--- config.mk ---
export PLATFORM = sky130hd
export DESIGN_NAME = midpoint_circle_point_generator_core_flat
export DESIGN_NICKNAME = d
export VERILOG_FILES = /design/src/sv/mcpg_pkg.sv /design/src/sv/mcpg_req_if.sv /design/src/sv/mcpg_pt_if.sv /design/src/sv/mcpg_in_stage.sv /design/src/sv/mcpg_tracer.sv /design/src/sv/midpoint_circle_point_generator_core.sv /design/src/flat_wrapper.sv
export SDC_FILE = /design/constraint.sdc
export NUM_CORES = 1
export LEC_CHECK = 0
export BUFFER_PORTS_ARGS = -buffer_cell sky130_fd_sc_hd__buf_2
export CAP_MARGIN = 25
export CORE_ASPECT_RATIO = 1.4
export CORE_UTILIZATION = 45
export CTS_CLUSTER_DIAMETER = 40
export DETAILED_ROUTE_END_ITERATION = 10
export GPL_ROUTABILITY_DRIVEN = 0
export PLACE_DENSITY = 0.69
export SLEW_MARGIN = 20
export SYNTH_ARGS = -nofsm -noshare
export SYNTH_HDL_FRONTEND = slang
export SYNTH_SLANG_ARGS = --single-unit
--- constraint.sdc ---
create_clock -name clk -period 6.85 [get_ports clk]
set_input_delay 0.3425 -clock clk [delete_from_list [all_inputs] [get_ports clk]]
set_output_delay 0.3425 -clock clk [all_outputs]
set_load 0.02 [all_outputs]
--- src/sv/mcpg_pkg.sv ---
// Shared types and constants for the midpoint circle point generator.
package mcpg_pkg;

  localparam int COORD_WIDTH_DEF  = 12;
  localparam int RADIUS_WIDTH_DEF = 10;

  localparam int DEC_BASE       = 3;
  localparam int DEC_RAD_SCALE  = 2;
  localparam int DEC_STEP_SCALE = 4;
  localparam int DEC_DIAG_BIAS  = 10;
  localparam int DEC_AXIS_BIAS  = 6;

  typedef enum logic {
    OP_START   = 1'b0,
    OP_ADVANCE = 1'b1
  } opcode_t;

  typedef enum logic [2:0] {
    OCT_PA_PB,
    OCT_NA_PB,
    OCT_PA_NB,
    OCT_NA_NB,
    OCT_PB_PA,
    OCT_NB_PA,
    OCT_PB_NA,
    OCT_NB_NA
  } octant_t;

  typedef struct packed {
    logic point_valid;
    logic last_point;
    logic out_of_range;
  } pt_flags_t;

endpackage

--- src/sv/mcpg_req_if.sv ---
// Request channel: opcode, centre and radius with valid/ready.
interface mcpg_req_if #(
  parameter int COORD_WIDTH  = mcpg_pkg::COORD_WIDTH_DEF,
  parameter int RADIUS_WIDTH = mcpg_pkg::RADIUS_WIDTH_DEF
);
  logic                           valid;
  logic                           ready;
  logic                           opcode;
  logic signed [COORD_WIDTH-1:0]  center_x;
  logic signed [COORD_WIDTH-1:0]  center_y;
  logic        [RADIUS_WIDTH-1:0] radius;

  modport source (output valid, output opcode, output center_x, output center_y,
                  output radius, input ready);
  modport sink (input valid, input opcode, input center_x, input center_y,
                input radius, output ready);
endinterface

--- src/sv/mcpg_pt_if.sv ---
// Point channel: emitted outline point and its flags with valid/ready.
interface mcpg_pt_if #(
  parameter int COORD_WIDTH = mcpg_pkg::COORD_WIDTH_DEF
);
  logic                          valid;
  logic                          ready;
  logic signed [COORD_WIDTH-1:0] point_x;
  logic signed [COORD_WIDTH-1:0] point_y;
  logic                          point_valid;
  logic                          last_point;
  logic                          out_of_range;

  modport source (output valid, output point_x, output point_y, output point_valid,
                  output last_point, output out_of_range, input ready);
  modport sink (input valid, input point_x, input point_y, input point_valid,
                input last_point, input out_of_range, output ready);
endinterface

--- src/sv/mcpg_in_stage.sv ---
// Input register stage holding one accepted request.
module mcpg_in_stage #(
  parameter int COORD_WIDTH  = mcpg_pkg::COORD_WIDTH_DEF,
  parameter int RADIUS_WIDTH = mcpg_pkg::RADIUS_WIDTH_DEF
) (
  input  logic                           clk,
  input  logic                           rst,
  mcpg_req_if.sink                       req,
  input  logic                           drain,
  output logic                           s_valid,
  output logic                           s_opcode,
  output logic signed [COORD_WIDTH-1:0]  s_center_x,
  output logic signed [COORD_WIDTH-1:0]  s_center_y,
  output logic        [RADIUS_WIDTH-1:0] s_radius
);
  import mcpg_pkg::*;

  logic take;

  assign req.ready = !s_valid || drain;
  assign take      = req.valid && req.ready;

  always_ff @(posedge clk) begin
    if (rst) begin
      s_valid <= 1'b0;
    end else if (req.ready) begin
      s_valid <= req.valid;
    end
  end

  always_ff @(posedge clk) begin
    if (take) begin
      s_opcode   <= req.opcode;
      s_center_x <= req.center_x;
      s_center_y <= req.center_y;
      s_radius   <= req.radius;
    end
  end

endmodule

--- src/sv/mcpg_tracer.sv ---
// Midpoint circle state and point selection for one request per cycle while step is high.
module mcpg_tracer #(
  parameter int COORD_WIDTH  = mcpg_pkg::COORD_WIDTH_DEF,
  parameter int RADIUS_WIDTH = mcpg_pkg::RADIUS_WIDTH_DEF
) (
  input  logic                           clk,
  input  logic                           rst,
  input  logic                           step,
  input  logic                           opcode,
  input  logic signed [COORD_WIDTH-1:0]  center_x,
  input  logic signed [COORD_WIDTH-1:0]  center_y,
  input  logic        [RADIUS_WIDTH-1:0] radius,
  output logic signed [COORD_WIDTH-1:0]  point_x,
  output logic signed [COORD_WIDTH-1:0]  point_y,
  output mcpg_pkg::pt_flags_t            flags
);
  import mcpg_pkg::*;

  localparam int OW = RADIUS_WIDTH + 2;
  localparam int DW = RADIUS_WIDTH + 6;
  localparam int SW = ((COORD_WIDTH > OW) ? COORD_WIDTH : OW) + 1;
  localparam logic signed [SW-1:0] XMAX = SW'((1 << (COORD_WIDTH - 1)) - 1);
  localparam logic signed [SW-1:0] XMIN = ~XMAX;

  logic signed [COORD_WIDTH-1:0] centre_col;
  logic signed [COORD_WIDTH-1:0] centre_row;
  logic signed [OW-1:0]          offset_minor;
  logic signed [OW-1:0]          offset_major;
  logic signed [DW-1:0]          decision_value;
  octant_t                       octant_index;
  logic                          busy;

  logic                          start;
  logic                          emit;
  logic signed [COORD_WIDTH-1:0] cur_col;
  logic signed [COORD_WIDTH-1:0] cur_row;
  logic signed [OW-1:0]          cur_a;
  logic signed [OW-1:0]          cur_b;
  logic signed [DW-1:0]          cur_d;
  octant_t                       cur_oct;
  logic signed [OW-1:0]          r_s;
  logic signed [OW-1:0]          dx;
  logic signed [OW-1:0]          dy;
  logic signed [SW-1:0]          sum_x;
  logic signed [SW-1:0]          sum_y;
  logic                          clamp_x;
  logic                          clamp_y;
  logic signed [OW-1:0]          a1;
  logic signed [OW-1:0]          b1;
  logic signed [OW-1:0]          diff;
  logic signed [DW-1:0]          d1;
  logic                          wrap;
  logic                          last;
  logic signed [OW-1:0]          offset_minor_next;
  logic signed [OW-1:0]          offset_major_next;
  logic signed [DW-1:0]          decision_value_next;
  octant_t                       octant_index_next;
  logic                          busy_next;

  always_comb begin
    start   = (opcode == OP_START);
    emit    = start || busy;
    r_s     = signed'({2'b00, radius});
    cur_col = start ? center_x : centre_col;
    cur_row = start ? center_y : centre_row;
    cur_a   = start ? '0 : offset_minor;
    cur_b   = start ? r_s : offset_major;
    cur_d   = start ? (DW'(DEC_BASE) - DW'(DEC_RAD_SCALE) * DW'(r_s)) : decision_value;
    cur_oct = start ? OCT_PA_PB : octant_index;
  end

  always_comb begin
    unique case (cur_oct)
      OCT_PA_PB: begin dx = cur_a;  dy = cur_b;  end
      OCT_NA_PB: begin dx = -cur_a; dy = cur_b;  end
      OCT_PA_NB: begin dx = cur_a;  dy = -cur_b; end
      OCT_NA_NB: begin dx = -cur_a; dy = -cur_b; end
      OCT_PB_PA: begin dx = cur_b;  dy = cur_a;  end
      OCT_NB_PA: begin dx = -cur_b; dy = cur_a;  end
      OCT_PB_NA: begin dx = cur_b;  dy = -cur_a; end
      OCT_NB_NA: begin dx = -cur_b; dy = -cur_a; end
      default:   begin dx = '0;     dy = '0;     end
    endcase
  end

  always_comb begin
    sum_x   = SW'(cur_col) + SW'(dx);
    sum_y   = SW'(cur_row) + SW'(dy);
    clamp_x = (sum_x > XMAX) || (sum_x < XMIN);
    clamp_y = (sum_y > XMAX) || (sum_y < XMIN);
  end

  always_comb begin
    a1   = cur_a + OW'(1);
    b1   = (cur_d > 0) ? (cur_b - OW'(1)) : cur_b;
    diff = a1 - b1;
    if (cur_d > 0) begin
      d1 = cur_d + DW'(DEC_STEP_SCALE) * DW'(diff) + DW'(DEC_DIAG_BIAS);
    end else begin
      d1 = cur_d + DW'(DEC_STEP_SCALE) * DW'(a1) + DW'(DEC_AXIS_BIAS);
    end
    wrap = (cur_oct == OCT_NB_NA);
    last = wrap && (b1 < a1);
  end

  always_comb begin
    offset_minor_next   = cur_a;
    offset_major_next   = cur_b;
    decision_value_next = cur_d;
    octant_index_next   = octant_t'(cur_oct + 3'd1);
    busy_next           = 1'b1;
    if (wrap) begin
      decision_value_next = d1;
      if (last) begin
        offset_minor_next = '0;
        offset_major_next = '0;
        busy_next         = 1'b0;
      end else begin
        offset_minor_next = a1;
        offset_major_next = b1;
      end
    end
  end

  always_comb begin
    if (emit) begin
      point_x            = clamp_x ? XMAX[COORD_WIDTH-1:0] :
                           (sum_x < XMIN) ? XMIN[COORD_WIDTH-1:0] : sum_x[COORD_WIDTH-1:0];
      point_y            = (sum_y > XMAX) ? XMAX[COORD_WIDTH-1:0] :
                           (sum_y < XMIN) ? XMIN[COORD_WIDTH-1:0] : sum_y[COORD_WIDTH-1:0];
      if (sum_x < XMIN) begin
        point_x = XMIN[COORD_WIDTH-1:0];
      end
      flags.point_valid  = 1'b1;
      flags.last_point   = last;
      flags.out_of_range = clamp_x || clamp_y;
    end else begin
      point_x            = '0;
      point_y            = '0;
      flags.point_valid  = 1'b0;
      flags.last_point   = 1'b0;
      flags.out_of_range = 1'b0;
    end
  end

  always_ff @(posedge clk) begin
    if (rst) begin
      centre_col     <= '0;
      centre_row     <= '0;
      offset_minor   <= '0;
      offset_major   <= '0;
      decision_value <= '0;
      octant_index   <= OCT_PA_PB;
      busy           <= 1'b0;
    end else if (step && emit) begin
      centre_col     <= cur_col;
      centre_row     <= cur_row;
      offset_minor   <= offset_minor_next;
      offset_major   <= offset_major_next;
      decision_value <= decision_value_next;
      octant_index   <= octant_index_next;
      busy           <= busy_next;
    end
  end

endmodule

--- src/sv/midpoint_circle_point_generator_core.sv ---
// Top level of the midpoint circle point generator.
//
// Channels: req carries one request (opcode, center_x, center_y, radius);
// pt carries exactly one result per request (point_x, point_y, point_valid,
// last_point, out_of_range). Both use valid/ready; a transfer happens on a
// rising edge with valid and ready high.
// A start request loads the centre and radius and returns the first outline
// point; each advance request returns the next of eight mirrored points per
// midpoint step. The final point carries last_point. An advance while no
// circle is active returns a result with point_valid and all fields low.
// The result of a request passes through the input register and then the
// result register before it is offered. Throughput: one request per cycle
// while pt does not stall.
// Reset clears the circle state to idle and empties both registers.
// When pt stalls, the result register holds, the input register fills, and
// req.ready drops only once both are occupied.
module midpoint_circle_point_generator_core #(
  parameter int COORD_WIDTH  = mcpg_pkg::COORD_WIDTH_DEF,
  parameter int RADIUS_WIDTH = mcpg_pkg::RADIUS_WIDTH_DEF
) (
  input  logic       clk,
  input  logic       rst,
  mcpg_req_if.sink   req,
  mcpg_pt_if.source  pt
);
  import mcpg_pkg::*;

  logic                           room;
  logic                           step;
  logic                           s_valid;
  logic                           s_opcode;
  logic signed [COORD_WIDTH-1:0]  s_center_x;
  logic signed [COORD_WIDTH-1:0]  s_center_y;
  logic        [RADIUS_WIDTH-1:0] s_radius;
  logic signed [COORD_WIDTH-1:0]  calc_x;
  logic signed [COORD_WIDTH-1:0]  calc_y;
  pt_flags_t                      calc_flags;
  logic                           out_valid;
  logic signed [COORD_WIDTH-1:0]  out_x;
  logic signed [COORD_WIDTH-1:0]  out_y;
  pt_flags_t                      out_flags;

  assign room = !out_valid || pt.ready;
  assign step = s_valid && room;

  mcpg_in_stage #(
    .COORD_WIDTH  (COORD_WIDTH),
    .RADIUS_WIDTH (RADIUS_WIDTH)
  ) u_in_stage (
    .clk        (clk),
    .rst        (rst),
    .req        (req),
    .drain      (room),
    .s_valid    (s_valid),
    .s_opcode   (s_opcode),
    .s_center_x (s_center_x),
    .s_center_y (s_center_y),
    .s_radius   (s_radius)
  );

  mcpg_tracer #(
    .COORD_WIDTH  (COORD_WIDTH),
    .RADIUS_WIDTH (RADIUS_WIDTH)
  ) u_tracer (
    .clk      (clk),
    .rst      (rst),
    .step     (step),
    .opcode   (s_opcode),
    .center_x (s_center_x),
    .center_y (s_center_y),
    .radius   (s_radius),
    .point_x  (calc_x),
    .point_y  (calc_y),
    .flags    (calc_flags)
  );

  always_ff @(posedge clk) begin
    if (rst) begin
      out_valid <= 1'b0;
    end else if (room) begin
      out_valid <= s_valid;
    end
  end

  always_ff @(posedge clk) begin
    if (step) begin
      out_x     <= calc_x;
      out_y     <= calc_y;
      out_flags <= calc_flags;
    end
  end

  assign pt.valid        = out_valid;
  assign pt.point_x      = out_x;
  assign pt.point_y      = out_y;
  assign pt.point_valid  = out_flags.point_valid;
  assign pt.last_point   = out_flags.last_point;
  assign pt.out_of_range = out_flags.out_of_range;

endmodule

--- src/flat_wrapper.sv ---
// flat-port wrapper written by rule: the top's interface ports become plain ports
module midpoint_circle_point_generator_core_flat import mcpg_pkg::*;
#(
  parameter int COORD_WIDTH  = mcpg_pkg::COORD_WIDTH_DEF,
  parameter int RADIUS_WIDTH = mcpg_pkg::RADIUS_WIDTH_DEF
)
  (clk, rst, req_valid, req_opcode, req_center_x, req_center_y, req_radius, req_ready, pt_valid, pt_point_x, pt_point_y, pt_point_valid, pt_last_point, pt_out_of_range, pt_ready);
  mcpg_req_if #(.COORD_WIDTH(COORD_WIDTH), .RADIUS_WIDTH(RADIUS_WIDTH)) req_i ();
  mcpg_pt_if #(.COORD_WIDTH(COORD_WIDTH)) pt_i ();
  input  logic clk;
  input  logic rst;
  input wire logic [$bits(req_i.valid)-1:0] req_valid;
  input wire logic [$bits(req_i.opcode)-1:0] req_opcode;
  input wire logic [$bits(req_i.center_x)-1:0] req_center_x;
  input wire logic [$bits(req_i.center_y)-1:0] req_center_y;
  input wire logic [$bits(req_i.radius)-1:0] req_radius;
  output wire logic [$bits(req_i.ready)-1:0] req_ready;
  output wire logic [$bits(pt_i.valid)-1:0] pt_valid;
  output wire logic [$bits(pt_i.point_x)-1:0] pt_point_x;
  output wire logic [$bits(pt_i.point_y)-1:0] pt_point_y;
  output wire logic [$bits(pt_i.point_valid)-1:0] pt_point_valid;
  output wire logic [$bits(pt_i.last_point)-1:0] pt_last_point;
  output wire logic [$bits(pt_i.out_of_range)-1:0] pt_out_of_range;
  input wire logic [$bits(pt_i.ready)-1:0] pt_ready;
  assign req_i.valid = req_valid;
  assign req_i.opcode = req_opcode;
  assign req_i.center_x = req_center_x;
  assign req_i.center_y = req_center_y;
  assign req_i.radius = req_radius;
  assign req_ready = req_i.ready;
  assign pt_valid = pt_i.valid;
  assign pt_point_x = pt_i.point_x;
  assign pt_point_y = pt_i.point_y;
  assign pt_point_valid = pt_i.point_valid;
  assign pt_last_point = pt_i.last_point;
  assign pt_out_of_range = pt_i.out_of_range;
  assign pt_i.ready = pt_ready;
  midpoint_circle_point_generator_core #(.COORD_WIDTH(COORD_WIDTH), .RADIUS_WIDTH(RADIUS_WIDTH)) u_core (.clk(clk), .rst(rst), .req(req_i), .pt(pt_i));
endmodule
==> reports/metrics.yaml, run 1 <==
grt_max_degree: 60
route.detailed.drc: 0
critPathKind: "reg -> reg"
rrSetupSlack_ns: 0.57
skew_ns: 0.0131
post-dp-hpwl_um: 22900
vias: 9704
synthFlopType: "dfxtp_1"
path_clk_slew_ns: 0.06
end_kind: "register"
arrival_ns: 6.64
cts-buffers-inserted: 17
dp_cells: 1586
avgViaCountPerCell: 6.00
hold_violations: 0
yosysMostFrequentCell: "nand2_1"
die_h_um: 183
synth_nets: 1386
crit_fanout: 7
antenna_left: 0
cp_cell_sequence: "or4_4 -> or4_1 -> o211a_2 -> nor4_4 -> nor2_4 -> xnor2_1 -> ha_1 -> inv_1 -> fa_1 -> a21o_1 -> a21oi_1 -> nor2_1 -> o221ai_1 -> nand2b_1 -> xor2_1 -> ha_1 -> ha_1 -> or4b_2 -> o2111ai_1 -> o21ai_0 -> o211a_1 -> o31ai_2"
die-area_um2: 24100
cts_sinks: 132
synth_top_area_share_pct: 17.6
fin_nets: 1442
finalNonFillerCells: 1618
cts_tree: "done"
avgSynthCellArea_um2: 8.50
p_leak_nw: 4.90
cap_violations: 0
yosys_warnings: 0
path_buf_inv: 1
cts-root-buf: "clkbuf_16"
rsz0062_at_grt: "no"
cpMaxStageDelayCell: "or4b_2"
setup-violations-final: 0
async_flop_share_pct: 0
port_buffers: 67
post_cts_resized: 0
grt_use_total_pct: 25.7
utilization_pct: 51.5
startpoint_type: "register"
min_path_type: "in -> reg"
ys_seq_elements: 132
period_minus_slack_ns: 6.28
clk_latency_ns: 0.44
relSlewSlack_pct: 34.0
core_um2: 23100
worstMarginPinSlew_ns: 0.987
synth.distinct_cells: 76
finalPower_mw: 2.49
hold_ws_ns: 0.0756
cp.required_ns: 7.21
synth_common_cells: "127 x nand2_1, 104 x a21oi_1, 104 x nor2_1"
vdd_drop_max_mv: 0.183
dr.pass1.iters: 6
status: "finished, final reports clean"
fmax_mhz: 159
switching_share_pct: 31.6
syn_area_um2: 10600
drt_iter0_drc: 669
num_rows: 66
diodes: 0
p_comb_share_pct: 26.8
wl_per_cell_um: 18.8
pwr-share-clk_pct: 37.3
setup_tns_ns: 0
die_w_um: 132
cts-hold-fix-buffers: 0
postCtsSetupBuffers: 0
layout-drive-gt1-share_pct: 14.3
gr-total-overflow: 0
syn-instance-count: 1243
grt_pass1_wl_um: 48000
synth_largest_area_cell: "edfxtp_1"
synth_edf_count: 62
areaGrowthSynthToFinish_pct: 12.7
internal-power_mw: 1.71
p_seq_share_pct: 35.9
antenna_found_initial: 0
ys_seq_area_share_pct: 30.9
maxSlewViolCount: 0
cts_max_path_buffers: 2
crit_top_cell: "ha_1"
ioPinCount: 68
power_switching_mw: 0.789
powerDensity_nw_per_um2: 209
initial_core_util_pct: 45.7
crit_family: "simple AND/OR/NAND/NOR gates"
cts_max_level: 4
ys_top_cells_by_area: "edfxtp_1 18%, dfxtp_1 13%, ha_1 12%"
grt_pass1_vias: 9136
post-route-period-util_pct: 91.6
drt_wl_total_um: 30500
slowest_delay_ns: 0.65
## kinds of logic after synthesis
| logic type | share of synthesized area [%] |
|---|---|
| simple gates | 17.4 |
| buf+inv | 4.44 |
| xor+xnor | 6.96 |
| mux | 5.26 |
| fa+ha+maj | 12.7 |
| flops | 30.9 |
| compound gates | 22.4 |
## metrics by stage
step                instance area (um2)  worst slack [ns]
detailed placement                11300             0.612
CTS                               11900             0.594
floorplan                         10600             0.876
global route                      11900             0.141
global placement                  11300             0.750
finish                            11900             0.575
## registers in the layout, summed over array words and instances, names as in the netlist
register                        flops
u_core.pt.point_valid               1
u_core.u_in_stage.s_center_x       12
u_core.u_tracer.offset_minor       12
u_core.u_in_stage.s_valid           1
u_core.u_tracer.octant_index        3
u_core.u_tracer.centre_row         12
u_core.u_tracer.busy                1
u_core.u_tracer.offset_major       12
u_core.pt.out_of_range              1
u_core.pt.point_x                  12
u_core.pt.valid                     1
u_core.pt.last_point                1
u_core.pt.point_y                  12
u_core.u_tracer.centre_col         12
u_core.u_in_stage.s_opcode          1
u_core.u_in_stage.s_center_y       12
u_core.u_tracer.decision_value     16
u_core.u_in_stage.s_radius         10
## path summary, 6_finish.rpt
| path | depth (start not counted) | end | start |
|---|---|---|---|
| min | 1 | u_core.u_in_stage.s_center_x[5] | req_center_x[5] |
| max | 22 | u_core.u_tracer.decision_value[14] | u_core.u_in_stage.s_radius[5] |
| max reg2reg | 22 | u_core.u_tracer.decision_value[14] | u_core.u_in_stage.s_radius[5] |
| min reg2reg | 2 | u_core.u_tracer.centre_col[10] | u_core.u_tracer.centre_col[10] |
## cells in the final DEF, fill, tap and decap left out, types with 6 or more instances in the layout
cell type  Yosys  layout
nand3_1       33      33
nand4_1       10      10
edfxtp_1      62      62
nand2_1      127     127
inv_1         46      46
xnor2_1       49      49
clkbuf_16      0      18
dfxtp_1       70      70
nand2b_1      15      15
a31oi_1       16      16
buf_4          0      38
o21a_1        11      11
nor2_1       104     103
o21ai_0       82      82
nor4_1         8       8
mux2i_1       24      24
a21oi_1      104     104
and2_1         7       6
nor3_1        24      23
xor2_1        35      35
nor2b_1        8       8
o31ai_1       12      12
o21bai_1      10      10
or3_1         14      14
a211oi_1      23      23
a21o_1        16      16
o22ai_1        9       9
a22oi_1       19      19
mux2_2        26      26
buf_2          3      67
and3_1        15      15
ha_1          99      99
## layer usage
metal | track usage [%] | vias to the layer above | part of all wire, %
met5 | 0 | - | 0
met4 | 20.8 | 0 | 7.3
met2 | 44.7 | 361 | 49
met1 | 27.6 | 4537 | 39
met3 | 4.12 | 120 | 4.6
li1 | - | 4686 | -
## final cells by class
type,instances,area [um2]
Fill cell,2180,11200
Multi-Input combinational cell,993,6850
Sequential cell,132,3260
Timing Repair Buffer,106,636
Clock buffer,19,454
Tap cell,306,383
Inverter,49,184
Clock inverter,13,145
## power groups by stage
stage / Combinational (mW) / Sequential, mW / Clock [mW]
after floorplan: 0.483 / 0.915 / 0
after global placement: 0.652 / 0.911 / 0
after detailed placement: 0.662 / 0.911 / 0
after CTS: 0.665 / 0.895 / 0.938
after global routing: 0.741 / 0.899 / 0.967
final: 0.669 / 0.896 / 0.929
No activity file was read; power rests on OpenSTA's default activity.
==> inputs of run 2 (changes only) <==
--- a/config.mk
+++ b/config.mk
@@ -13,6 +13,7 @@
 export DETAILED_ROUTE_END_ITERATION = 10
 export GPL_ROUTABILITY_DRIVEN = 0
 export PLACE_DENSITY = 0.69
+export REMOVE_ABC_BUFFERS = 1
 export SLEW_MARGIN = 20
 export SYNTH_ARGS = -nofsm -noshare
 export SYNTH_HDL_FRONTEND = slang
==> run 2 against run 1 <==
Effect of this change:
- global-route usage down 0.26 points
- setup slack worse by 0.00095 ns
- critical path depth unchanged
- design area down 0.42%
- total power down 3.0%
- worst hold slack better by 0.0033 ns
- sequential share of layout area up 0.12 points
- first-iteration DRC count up 5.8%
- register-to-register slack about the same
==> reports/metrics.yaml, run 2 (synthesis results as in run 1) <==
largest-register: "u_core.u_tracer.decision_value"
core_um2: 23100
setup_tns_ns: 0
startpoint_type: "register"
grt_pass1_wl_um: 48100
worst_slack_ns: 0.574
drt_iter0_drc: 708
switching_share_pct: 32.7
fin_nets: 1438
largest_reg_flops: 16
die_w_um: 132
grt_max_degree: 65
end_kind: "register"
vias: 9581
critical_path.startpoint: "u_core.u_in_stage.s_radius[5]"
most-common-layout-cells: "127 x nand2_1, 104 x a21oi_1, 103 x nor2_1"
grt_pass1_vias: 9477
crit_top_cell: "ha_1"
cts_sinks: 132
die-area_um2: 24100
cts_max_level: 4
nFillCells: 2202
cpMaxStageDelayCell: "or4b_2"
p_leak_nw: 4.85
period_minus_slack_ns: 6.28
worstReg2RegStart: "u_core.u_in_stage.s_radius[5]"
wl_per_cell_um: 18.6
rsz0062_at_grt: "no"
post-dp-hpwl_um: 22600
port_buffers: 67
route.detailed.drc: 0
maxSlewViolCount: 0
arrival_ns: 6.63
p_seq_share_pct: 36.8
utilization_pct: 51.3
areaGrowthSynthToFinish_pct: 12.3
cts-root-buf: "clkbuf_16"
worstMarginPinSlew_ns: 0.992
internal-power_mw: 1.63
status: "finished, final reports clean"
slowest_delay_ns: 0.66
postCtsSetupBuffers: 0
path_clk_slew_ns: 0.06
ioPinCount: 68
cts-hold-fix-buffers: 0
placed_cell_area_um2: 11300
avgViaCountPerCell: 5.94
fmax_mhz: 159
final_common_cell: "nand2_1"
cp_cell_sequence: "or4_4 -> or4_1 -> o211a_2 -> nor4_4 -> nor2_4 -> buf_4 -> nand2_1 -> xnor2_1 -> ha_1 -> a21oi_1 -> o21ai_0 -> or3_1 -> o221ai_1 -> nand2b_1 -> xor2_1 -> ha_1 -> ha_1 -> or4b_2 -> o2111ai_1 -> o21ai_0 -> o211a_1 -> o31ai_2"
post-route-period-util_pct: 91.6
crit_fanout: 29
drt_wl_total_um: 30000
cts_max_path_buffers: 2
hold_violations: 0
cts-buffers-inserted: 17
dp_slack_ns: 0.637
p_comb_share_pct: 27.9
final_cell_area_um2: 11900
cap_violations: 0
grt_use_total_pct: 25.4
setup-violations-final: 0
powerDensity_nw_per_um2: 204
post_cts_resized: 0
layout-drive-gt1-share_pct: 14.1
diodes: 0
dr.pass1.iters: 5
die_h_um: 183
vdd_drop_max_mv: 0.126
num_rows: 66
hold_ws_ns: 0.0789
antenna_found_initial: 0
gr-total-overflow: 0
antenna_left: 0
finalNonFillerCells: 1614
min_from: "req_center_y[3]"
power_switching_mw: 0.791
skew_ns: 0.0107
cp.required_ns: 7.21
clk_latency_ns: 0.44
initial_core_util_pct: 45.7
min_path_type: "in -> reg"
relSlewSlack_pct: 33.8
finalPower_mw: 2.42
cts_tree: "done"
dp_cells: 1581
pwr-share-clk_pct: 35.3
critPathKind: "reg -> reg"
==> run 2: critical path, delay by kind of cell (launching register included) <==
kind                     cells  cell delay, ns
AND/OR/NAND/NOR              8            2.89
AO/OA/AOI/OAI                8            1.25
XOR/XNOR                     2            0.24
buffers and inverters        1            0.29
adder cells (fa/ha/maj)      3            1.03
flip-flops                   1            0.51
==> run 2: cell type report <==
cell class | instances | area, um2 | share of cell area (%)
multi-input combinational | 993 | 6850 | 57.7
sequential | 132 | 3260 | 27.5
timing repair buffer | 102 | 631 | 5.31
clock buffer | 18 | 450 | 3.80
tap | 306 | 383 | 3.23
inverter | 49 | 184 | 1.55
clock inverter | 14 | 104 | 0.875
==> run 2: final timing paths <==
check,endpoint,slack (ns),depth (start not counted)
setup reg to reg,u_core.u_tracer.decision_value[14],0.57,22
setup / recovery,u_core.u_tracer.decision_value[14],0.57,22
hold / removal,u_core.u_in_stage.s_center_y[3],0.08,1
hold reg to reg,u_core.u_tracer.centre_col[5],0.45,2
==> run 2: routing by layer <==
layer	up-vias	global-route usage (%)	wire length, um	part of all wire [%]
li1	4676	-	-	-
met1	4496	26.3	11300	38
met2	309	46.6	15500	52
met3	100	3.70	1360	4.5
met4	0	18.9	1890	6.3
met5	-	0	0	0
==> run 2: power groups by stage <==
| stage | registers (mW) | logic, mW | clock network (mW) |
|---|---|---|---|
| floorplan | 0.927 | 0.458 | 0 |
| global route | 0.894 | 0.749 | 0.900 |
| detailed placement | 0.908 | 0.668 | 0 |
| global placement | 0.907 | 0.656 | 0 |
| CTS | 0.891 | 0.671 | 0.868 |
| finish | 0.891 | 0.675 | 0.854 |
